**config.mk**
```make
export PLATFORM = sky130hd
export DESIGN_NAME = pcpfa_addr
export DESIGN_NICKNAME = d
export VERILOG_FILES = /design/src/rtl/pcpfa_pkg.sv /design/src/rtl/pcpfa_addr.sv
export SDC_FILE = /design/constraint.sdc
export NUM_CORES = 1
export LEC_CHECK = 0
export BUFFER_PORTS_ARGS = -buffer_cell sky130_fd_sc_hd__buf_2
export CAP_MARGIN = 25
export CORE_AREA = 2 2 139 141
export DETAILED_ROUTE_END_ITERATION = 16
export DIE_AREA = 0 0 141 143
export HOLD_SLACK_MARGIN = 0.15
export SYNTH_ARGS = -nofsm -noshare
export SYNTH_HDL_FRONTEND = slang
export SYNTH_SLANG_ARGS = --single-unit
```
**constraint.sdc**
```tcl
create_clock -name i_clk -period 7.1 [get_ports i_clk]
set_input_delay 1.065 -clock i_clk [delete_from_list [all_inputs] [get_ports i_clk]]
set_output_delay 1.065 -clock i_clk [all_outputs]
set_load 0.01 [all_outputs]
```
**src/rtl/pcpfa_pkg.sv**
```systemverilog
`default_nettype none
package pcpfa_pkg;

    // Default sizing
    localparam int DEF_NUM_CPUS   = 8;
    localparam int DEF_NUM_PAGES  = 32768;
    localparam int DEF_PAGE_SHIFT = 12;

    // Field widths fixed by the interface
    localparam int ADDR_W   = 32;
    localparam int CPU_IN_W = 3;
    localparam int STATUS_W = 2;

    // Configuration register reset values
    localparam logic [ADDR_W-1:0] REGION_BASE_RST = 32'h8000_0000;
    localparam logic [ADDR_W-1:0] REGION_TOP_RST  = 32'h8800_0000;

    // Register index, decoded from paddr[2]
    localparam logic REG_REGION_BASE = 1'b0;
    localparam logic REG_REGION_TOP  = 1'b1;

    // Request kinds
    localparam logic KIND_FREE  = 1'b0;
    localparam logic KIND_ALLOC = 1'b1;

    // Result status codes
    localparam logic [STATUS_W-1:0] ST_OK      = 2'd0;
    localparam logic [STATUS_W-1:0] ST_OOM     = 2'd1;
    localparam logic [STATUS_W-1:0] ST_BADFREE = 2'd2;

    // Sequencer states
    typedef enum logic [2:0] {
        S_IDLE,
        S_FCHK,
        S_PUSH,
        S_FIND,
        S_HEAD,
        S_POP
    } t_state;

endpackage
`default_nettype wire

```
**src/rtl/pcpfa_addr.sv**
```systemverilog
`default_nettype none
module pcpfa_addr
    import pcpfa_pkg::*;
#(
    parameter int NUM_PAGES  = DEF_NUM_PAGES,
    parameter int PAGE_SHIFT = DEF_PAGE_SHIFT
) (
    input  wire                          i_clk,
    input  wire                          i_rst_n,
    input  wire                          i_cfg_we,
    input  wire                          i_cfg_sel,
    input  wire [ADDR_W-1:0]             i_cfg_wdata,
    output logic [ADDR_W-1:0]            o_cfg_rdata,
    input  wire [ADDR_W-1:0]             i_page_address,
    output logic                         o_bad,
    output logic [$clog2(NUM_PAGES)-1:0] o_idx,
    input  wire [$clog2(NUM_PAGES)-1:0]  i_grant_idx,
    output logic [ADDR_W-1:0]            o_granted
);

    localparam int IDX_W = $clog2(NUM_PAGES);
    localparam int BW    = ADDR_W + 1;
    localparam int GW    = ADDR_W + 5;
    localparam logic [BW-1:0] PG_MASK = BW'((64'd1 << PAGE_SHIFT) - 64'd1);

    logic [ADDR_W-1:0] r_region_base;
    logic [ADDR_W-1:0] r_region_top;
    logic [BW-1:0]     r_abase;
    logic [BW-1:0]     n_abase;
    logic [BW-1:0]     diff;
    logic [BW-1:0]     page_num;
    logic [GW-1:0]     grant_sum;

    // Round the written base up to a page boundary
    assign n_abase = ({1'b0, i_cfg_wdata} + PG_MASK) & ~PG_MASK;

    // Configuration registers
    always_ff @(posedge i_clk) begin
        if (!i_rst_n) begin
            r_region_base <= REGION_BASE_RST;
            r_region_top  <= REGION_TOP_RST;
            r_abase       <= {1'b0, REGION_BASE_RST};
        end else if (i_cfg_we) begin
            if (i_cfg_sel == REG_REGION_BASE) begin
                r_region_base <= i_cfg_wdata;
                r_abase       <= n_abase;
            end else begin
                r_region_top <= i_cfg_wdata;
            end
        end
    end

    assign o_cfg_rdata = (i_cfg_sel == REG_REGION_BASE) ? r_region_base : r_region_top;

    // Check a freed address and derive its page index
    assign diff     = {1'b0, i_page_address} - r_abase;
    assign page_num = diff >> PAGE_SHIFT;
    assign o_idx    = page_num[IDX_W-1:0];
    assign o_bad    = ((i_page_address & PG_MASK[ADDR_W-1:0]) != '0)
                   || (i_page_address < r_region_base)
                   || (i_page_address >= r_region_top)
                   || ({1'b0, i_page_address} < r_abase)
                   || (page_num >= BW'(NUM_PAGES));

    // Rebuild a byte address from a page index and the current base
    assign grant_sum = GW'(r_abase) + (GW'(i_grant_idx) << PAGE_SHIFT);
    assign o_granted = grant_sum[ADDR_W-1:0];

endmodule
`default_nettype wire

```
==> results_dict.tcl, run 1 <==
set metrics [dict create \
    power_frac_comb_pct 31.5 \
    netlist_instances 975 \
    critPathTopFamily "simple AND/OR/NAND/NOR gates" \
    clock_skew_ns 0 \
    grt_pass1_vias 6316 \
    p_sw_uw 495 \
    syn2layout_area_growth_pct 16.6 \
    critPathKind "in2out" \
    dieArea_um2 20200 \
    fin_crit_ns 5.16 \
    detail-route-antenna-nets 0 \
    setup_viol 0 \
    vdd_ir_drop_max_v 0.000106 \
    multiInputGateArea_um2 4950 \
    synth_edf_count 0 \
    initial_core_util_pct 38.8 \
    diodes 0 \
    seqPwrFrac_pct 35.6 \
    min_path_cells 2 \
    hold_path.class "reg2reg" \
    firstDrtPassIters 4 \
    yosysTopAreaCell "dfxtp_1" \
    yosysSeqAreaShare_pct 23.6 \
    crit_chain "buf_2, ha_1, or3b_1, o21ai_0, nor4_1, nand4_1, or4_1, or4_1, a221oi_2, nand4_1, buf_2" \
    sw_frac_of_total_pct 34.0 \
    r2r_end "r_abase[30]" \
    path_max_fanout 8 \
    cts_hold_buf 0 \
    grt_pass1_wl_um 32700 \
    start_kind "primary input" \
    drt_iter0_markers 361 \
    rows 50 \
    grt_max_degree 86 \
    clock_power_share_pct 32.9 \
    synth-async-reset-ratio_pct 0 \
    num_io_pins 163 \
    tightest_slew_ns 0.860 \
    tritoncts "yes" \
    status "completed" \
    port_buffers 150 \
    yosysWarnings 0 \
    worstHoldStart "r_region_base[6]" \
    powerDensity_nw_per_um2 173 \
    cts_buffer_depth 2 \
    ys_top_cells_by_count "198 x nand2_1, 98 x ha_1, 98 x inv_1" \
    routed_wl_um 20900 \
    max_clock_freq_ghz 0.194 \
    syn_area_per_cell_um2 7.39 \
    rsz0062_at_grt "false" \
    fin_crit_sh_pct 72.7 \
    die_width_um 141 \
    insertion_delay_ns 0.35 \
    grt.total_usage_pct 20.8 \
    gp_congestion 0.908 \
    layout.nets 1286 \
    crit_start "i_page_address[27]" \
    vias 6932 \
    ctsResizeCount 0 \
    dominantRegCellSynth "dfxtp_1" \
    post-synth-top-area-fraction_pct 23.6 \
    cts-buffers-inserted 9 \
    hpwl_um 16000 \
    ys_seq_elements 85 \
    fillers 1942 \
    r2r-start "r_abase[30]" \
    final_area_um2 8400 \
    die_h_um 143 \
    antenna_found_initial 0 \
    core_area_um2 18600 \
    cts_setup_buffers 0 \
    cp.required_ns 6.03 \
    p_int_uw 960 \
    drive_above_1_share_pct 17.1 \
    synth.distinct_cells 60 \
    synth_area_um2 7200 \
    critPathBufInv 2 \
    p_leak_nw 3.71 \
    overflow 0 \
    crit_slowest_cell "or4_1" \
    htree_levels 3 \
    endpoint_kind "output port" \
    register_area_um2 1700 \
    drv_cap 0 \
    dpl-instance-area_um2 8100 \
    avgRoutedWirePerCell_um 15.6 \
    relSlewSlack_pct 42.2 \
    drc_errors 0 \
    cts_sinks 85 \
    critical_path.max_stage_delay_ns 0.49 \
    whs_endpoint "r_region_base[6]" \
    root_buffer "clkbuf_16" \
    synth_area_leaders "dfxtp_1 24%, ha_1 17%, nand2_1 10%" \
    worst-r2r-cell-count 2 \
    cp.arrival_ns 4.10 \
    hold_viol_final 0 \
    viasPerCell 5.17 \
    r2r_slack_ns 6.31 \
    drv_slew 0 \
    tns_ns 0 \
    synth_most_common_cell "nand2_1" \
    clkTransAtPathRegs_ns 0.07 \
]
-- layout by cell type (no fill, tap or decap), drive strengths merged, types with 4 or more instances in the layout --
cell / n
and2: 4
nand4: 14
and3: 13
o211a: 4
a21o: 17
o31ai: 4
inv: 100
a31oi: 4
a21boi: 62
conb: 12
o21a: 10
or2: 5
nor2b: 9
or4: 4
a211oi: 4
nor3: 11
buf: 155
ha: 98
a21oi: 52
xor2: 7
dfxtp: 85
nand3: 15
xnor2: 42
o211ai: 4
nor2: 34
nand2b: 7
nand2: 198
clkbuf: 12
nor4: 13
o21ai: 70
-- tightest hold or removal path: cells and delay by family, from the launching register on --
| family | cells | cell delay [ns] |
|---|---|---|
| AO/OA/AOI/OAI | 1 | 0.06 |
| flip-flops | 1 | 0.31 |
| AND/OR/NAND/NOR | 1 | 0.04 |
-- worst max-delay path by stage --
stage / endpoint / slack, ns / cells past startpoint
2_1_floorplan: o_bad / 2.81 / 8
3_3_place_gp: o_bad / 1.97 / 11
3_5_place_dp: o_bad / 1.96 / 11
4_1_cts: o_bad / 1.95 / 11
5_1_grt: o_bad / 1.75 / 13
6_report: o_bad / 1.94 / 11
-- stage by stage --
stage	worst slack, ns	power [mW]	cells	hold slack (ns)	utilization, %
2_1_floorplan	2.81	0.828	986	0.443	-
3_3_place_gp	1.97	0.983	1326	0.452	43.6
3_5_place_dp	1.96	0.986	1326	0.459	43.6
4_1_cts	1.95	1.47	1342	0.468	45.2
5_1_grt	1.75	1.55	1342	0.484	45.2
6_report	1.94	1.46	1342	0.464	45.2
-- cell type report --
class	count	share of cell area [%]
Timing Repair Buffer	155	9.39
Sequential cell	85	20.3
Tap cell	234	3.49
Clock buffer	12	3.17
Multi-Input combinational cell	753	58.9
Clock inverter	4	0.343
Inverter	99	4.42
-- per-layer routing --
| layer | wire (µm) | up-vias | global-route usage [%] |
|---|---|---|---|
| met1 | 10200 | 3153 | 29.0 |
| met5 | 0 | - | 0 |
| met4 | 406 | 0 | 7.68 |
| met2 | 9220 | 186 | 32.8 |
| li1 | - | 3569 | - |
| met3 | 1040 | 24 | 2.82 |
-- logic make-up (layout without fill, tap and decap cells) --
family / Yosys count / after routing / share of synthesized area [%]
AO/OA/AOI/OAI: 252 / 252 / 22.7
other: 1 / 12 / 0.0521
adder cells (fa/ha/maj): 100 / 100 / 17.6
AND/OR/NAND/NOR: 337 / 337 / 21.3
multiplexers: 3 / 3 / 0.434
flip-flops: 85 / 85 / 23.6
XOR/XNOR: 49 / 49 / 5.96
buffers and inverters: 148 / 270 / 8.34
-- registers in the layout, summed over array words and instances (netlist names) --
signal,flops
r_region_top,32
r_abase,21
r_region_base,32
-- power groups by stage --
stage / clock [mW] / sequential, mW / combinational, mW
after floorplan: 0 / 0.524 / 0.305
after detailed placement: 0 / 0.529 / 0.457
after CTS: 0.489 / 0.518 / 0.459
after global placement: 0 / 0.528 / 0.455
after global routing: 0.511 / 0.521 / 0.515
final: 0.479 / 0.518 / 0.458
(Power assumes the default switching activity.)
==> run 2: changes to the inputs <==
clock period = 5.25 ns   (was 7.1 ns; I/O delays follow)
==> run 2 against run 1 <==
Against the previous run:
- clock power grew 56%
- worst setup slack worse by 1.3 ns
- die area stayed put
- sequential share of layout area fell by 0.12 points
- total power increased by 42%
- hold slack barely moved
- design area grew 0.61%
- largest cell class unchanged
==> results_dict.tcl, run 2 (synthesis results as in run 1) <==
set metrics [dict create \
    relSlewSlack_pct 34.0 \
    viasPerCell 5.08 \
    seqPwrFrac_pct 33.9 \
    hold_viol_final 0 \
    fin_crit_sh_pct 87.0 \
    root_buffer "clkbuf_16" \
    syn2layout_area_growth_pct 17.3 \
    p_int_mw 1.40 \
    dieArea_um2 20200 \
    sw_frac_of_total_pct 32.2 \
    fin_crit_ns 4.57 \
    overflow 0 \
    final_cell_mix "198 x nand2_1, 150 x buf_2, 98 x inv_1, 98 x ha_1, 85 x dfxtp_1" \
    drt_iter0_markers 286 \
    drv_slew 0 \
    reg_top3 "r_region_base x32, r_region_top x32, r_abase x21" \
    met3_length_um 940 \
    hold_path.class "reg2reg" \
    max_clock_freq_ghz 0.219 \
    grt_pass1_wl_um 32200 \
    power_frac_comb_pct 30.0 \
    cts_setup_buffers 0 \
    setup_viol 0 \
    grt.total_usage_pct 20.4 \
    grt_max_degree 86 \
    cts_sinks 85 \
    grt_pass1_vias 6304 \
    status "completed" \
    detail-route-antenna-nets 0 \
    critPathKind "in2out" \
    hpwl_um 16300 \
    tns_ns 0 \
    core_area_um2 18600 \
    rsz0062_at_grt "false" \
    drv_cap 0 \
    clock_skew_ns 0 \
    initial_core_util_pct 38.8 \
    htree_levels 3 \
    dpl_worst_slack_ns 0.663 \
    crit_chain "buf_2, ha_1, or3b_1, o21ai_0, nor4_1, nand4_1, or4_1, or4_1, a221oi_2, nand4_1, buf_2" \
    crit_slowest_cell "or4_1" \
    vias 6824 \
    met1Wirelength_um 10500 \
    firstDrtPassIters 4 \
    drc_errors 0 \
    cts_buffer_depth 2 \
    powerDensity_nw_per_um2 245 \
    die_h_um 143 \
    insertion_delay_ns 0.35 \
    wl_met2_um 9210 \
    vdd_ir_drop_max_v 0.000160 \
    num_io_pins 163 \
    ctsResizeCount 0 \
    antenna_found_initial 0 \
    cts-buffers-inserted 9 \
    critical_path.max_stage_delay_ns 0.48 \
    die_width_um 141 \
    drive_above_1_share_pct 17.1 \
    port_buffers 150 \
    endpoint_kind "output port" \
    final_common_cell "nand2_1" \
    maxUsedRoutingLayer "met4" \
    avgRoutedWirePerCell_um 15.6 \
    p_sw_uw 667 \
    tightest_slew_ns 0.988 \
    routed_wl_um 20900 \
    gp_congestion 0.911 \
    cp.arrival_ns 3.78 \
    clock_power_share_pct 36.2 \
    layout.nets 1287 \
    tritoncts "yes" \
    clkTransAtPathRegs_ns 0.06 \
    cts_hold_buf 0 \
    path_max_fanout 8 \
    cp.required_ns 4.46 \
    setup_ws_ns 0.684 \
    p_leak_nw 3.73 \
    start_kind "primary input" \
    rows 50 \
]
[run 2: final timing paths]
check | slack [ns] | end | depth (start not counted) | startpoint
hold / removal | 0.46 | r_region_base[23] | 2 | r_region_base[23]
hold reg to reg | 0.46 | r_region_base[23] | 2 | r_region_base[23]
setup reg to reg | 4.42 | r_abase[30] | 2 | r_abase[30]
setup / recovery | 0.68 | o_bad | 11 | i_page_address[27]
[run 2: final cells by class]
type / count / area, µm²
Sequential cell: 85 / 1700
Clock inverter: 6 / 111
Timing Repair Buffer: 156 / 796
Fill cell: 1975 / 10100
Multi-Input combinational cell: 753 / 4950
Clock buffer: 9 / 225
Tap cell: 234 / 293
Inverter: 99 / 372
Antenna cell: 1 / 2.50
[run 2: worst max-delay path: cells and delay by family]
family,cells,cell delay (ns)
adder cells (fa/ha/maj),1,0.39
AND/OR/NAND/NOR,6,1.88
AO/OA/AOI/OAI,2,0.39
buffers and inverters,2,0.31
[run 2: routing by layer]
metal	global-route usage, %	up-vias
met5	0	-
met4	6.16	0
met3	2.92	17
met2	32.7	139
met1	28.4	3100
li1	-	3568
[run 2: per-stage QoR]
step / cell area (µm²) / hold slack (ns) / util [%] / cells / power, mW
floorplan: 7240 / 0.443 / - / 986 / 1.12
global placement: 8110 / 0.453 / 43.6 / 1327 / 1.33
detailed placement: 8110 / 0.459 / 43.6 / 1327 / 1.33
CTS: 8450 / 0.469 / 45.5 / 1342 / 2.08
global route: 8450 / 0.489 / 45.5 / 1342 / 2.19
finish: 8450 / 0.465 / 45.5 / 1343 / 2.07
[run 2: power groups by stage]
stage	clock, mW	combinational (mW)	sequential [mW]
2_1_floorplan	0	0.412	0.708
3_5_place_dp	0	0.620	0.715
3_3_place_gp	0	0.616	0.714
5_1_grt	0.788	0.694	0.704
6_report	0.748	0.620	0.701
4_1_cts	0.761	0.623	0.700
==> run 3: changes to the inputs <==
BUFFER_PORTS_ARGS = not set   (was -buffer_cell sky130_fd_sc_hd__buf_2)
DONT_BUFFER_PORTS = 1   (was not set)
clock period = 4.52 ns   (was 5.25 ns; I/O delays follow)
==> run 3 against run 2 <==
Against the previous run:
- highest routed layer unchanged
- final cell count fell by 11%
- first-iteration DRC count rose by 11%
- worst setup slack got worse by 0.096 ns
- global-route usage rose by 0.092 points
- flip-flop and latch count did not move
==> results_dict.tcl, run 3 (synthesis results as in run 1) <==
set metrics [dict create \
    grt_pass1_vias 5972 \
    p_leak_nw 3.11 \
    vdd_ir_drop_max_v 0.000156 \
    r2r_end "r_abase[13]" \
    min_path_cells 1 \
    final_common_cell "nand2_1" \
    cts-buffers-inserted 9 \
    firstDrtPassIters 4 \
    drive_above_1_share_pct 4.18 \
    vias 6278 \
    hold_viol_final 0 \
    tns_ns 0 \
    worstHoldStart "i_rst_n" \
    tightest_slew_ns 0.904 \
    cts_sinks 85 \
    grt_max_degree 86 \
    crit_slowest_cell "or4_1" \
    path_max_fanout 8 \
    grt.total_usage_pct 20.5 \
    reg_top3 "r_region_base x32, r_region_top x32, r_abase x21" \
    worst-r2r-cell-count 3 \
    endpoint_kind "output port" \
    drt_iter0_markers 317 \
    overflow 0 \
    p_int_mw 1.52 \
    viasPerCell 5.27 \
    setup_viol 0 \
    drv_cap 0 \
    status "completed" \
    cp.arrival_ns 3.25 \
    critical_path.max_stage_delay_ns 0.48 \
    final_cell_mix "198 x nand2_1, 98 x inv_1, 98 x ha_1" \
    syn2layout_area_growth_pct 7.23 \
    antenna_found_initial 0 \
    die_h_um 143 \
    grt_pass1_wl_um 32400 \
    dieArea_um2 20200 \
    rows 50 \
    root_buffer "clkbuf_16" \
    die_width_um 141 \
    final_core_util_pct 41.6 \
    routed_wl_um 20500 \
    critPathKind "reg2out" \
    gp_congestion 0.888 \
    tritoncts "yes" \
    insertion_delay_ns 0.34 \
    fin_crit_ns 3.93 \
    rsz0062_at_grt "false" \
    sw_frac_of_total_pct 31.4 \
    power_frac_comb_pct 25.7 \
    start_kind "flop" \
    cp.required_ns 3.84 \
    relSlewSlack_pct 39.2 \
    p_sw_uw 697 \
    core_area_um2 18600 \
    port_buffers 0 \
    clock_power_share_pct 37.6 \
    crit_chain "inv_1, ha_1, or3b_1, o21ai_0, nor4_1, nand4_1, or4_1, or4_1, a221oi_2, nand4_1" \
    seqPwrFrac_pct 36.7 \
    cts_setup_buffers 0 \
    hold_path.class "in2reg" \
    r2r-start "r_abase[13]" \
    clkTransAtPathRegs_ns 0.07 \
    cts_buffer_depth 2 \
    avgRoutedWirePerCell_um 17.2 \
    drc_errors 0 \
    fin_crit_sh_pct 87.0 \
    drv_slew 0 \
    max_clock_freq_ghz 0.254 \
    num_io_pins 163 \
    hpwl_um 16100 \
    initial_core_util_pct 38.8 \
    ctsResizeCount 0 \
    powerDensity_nw_per_um2 287 \
    diodes 0 \
    clock_skew_ns 0 \
    r2r_slack_ns 3.72 \
    layout.nets 1136 \
    cts_hold_buf 0 \
    whs_endpoint "r_region_base[31]" \
    detail-route-antenna-nets 0 \
    htree_levels 3 \
]
## run 3: cell count changes in the layout (fill, tap and decap cells not counted), sizes merged
cell,before,now
bufinv,3,2
buf,156,5
clkinvlp,1,2
clkbuf,9,11
inv,100,99
diode,1,0
## run 3: worst max path at each step
stage               depth (start not counted)               start    end
floorplan                                   8  i_page_address[24]  o_bad
global placement                            7   i_page_address[6]  o_bad
detailed placement                          7   i_page_address[6]  o_bad
CTS                                        10         r_abase[27]  o_bad
global route                               10         r_abase[27]  o_bad
finish                                     10         r_abase[27]  o_bad
## run 3: power by group through the flow
stage | logic (mW) | clock network [mW] | registers (mW)
5_1_grt | 0.648 | 0.888 | 0.819
6_report | 0.570 | 0.835 | 0.814
3_3_place_gp | 0.561 | 0 | 0.830
2_1_floorplan | 0.478 | 0 | 0.822
3_5_place_dp | 0.568 | 0 | 0.831
4_1_cts | 0.572 | 0.859 | 0.814
## run 3: final cells by class
class                      instances  area (µm²)
inverter                          99         372
timing repair buffer               5        77.6
clock buffer                      11         243
fill                            1959       10900
clock inverter                     5        83.8
tap                              234         293
multi-input combinational        753        4950
sequential                        85        1700
## run 3: metal layers
| layer | wire length (µm) | up-vias | GRT usage [%] |
|---|---|---|---|
| li1 | - | 3265 | - |
| met1 | 9740 | 2853 | 27.4 |
| met2 | 9130 | 144 | 32.9 |
| met3 | 1370 | 16 | 5.30 |
| met4 | 278 | 0 | 5.26 |
| met5 | 0 | - | 0 |
## run 3: worst max-delay path, delay by kind of cell, from the launching register on
kind | cells | cell delay [ns]
and+or+nand+nor | 6 | 1.73
AOI/OAI and AO/OA | 2 | 0.32
adders and majority gates | 1 | 0.38
buffers and inverters | 1 | 0.10
DFF | 1 | 0.38
## run 3: through the flow
step	hold WS, ns	total power [mW]	setup slack, ns	cells	instance area (µm²)
after floorplan	0.443	1.30	1.00	986	7240
after global placement	0.449	1.39	0.753	1174	7340
after detailed placement	0.456	1.40	0.733	1175	7370
after CTS	0.416	2.24	0.566	1191	7690
after global routing	0.429	2.35	0.415	1192	7720
final	0.450	2.22	0.588	1192	7720
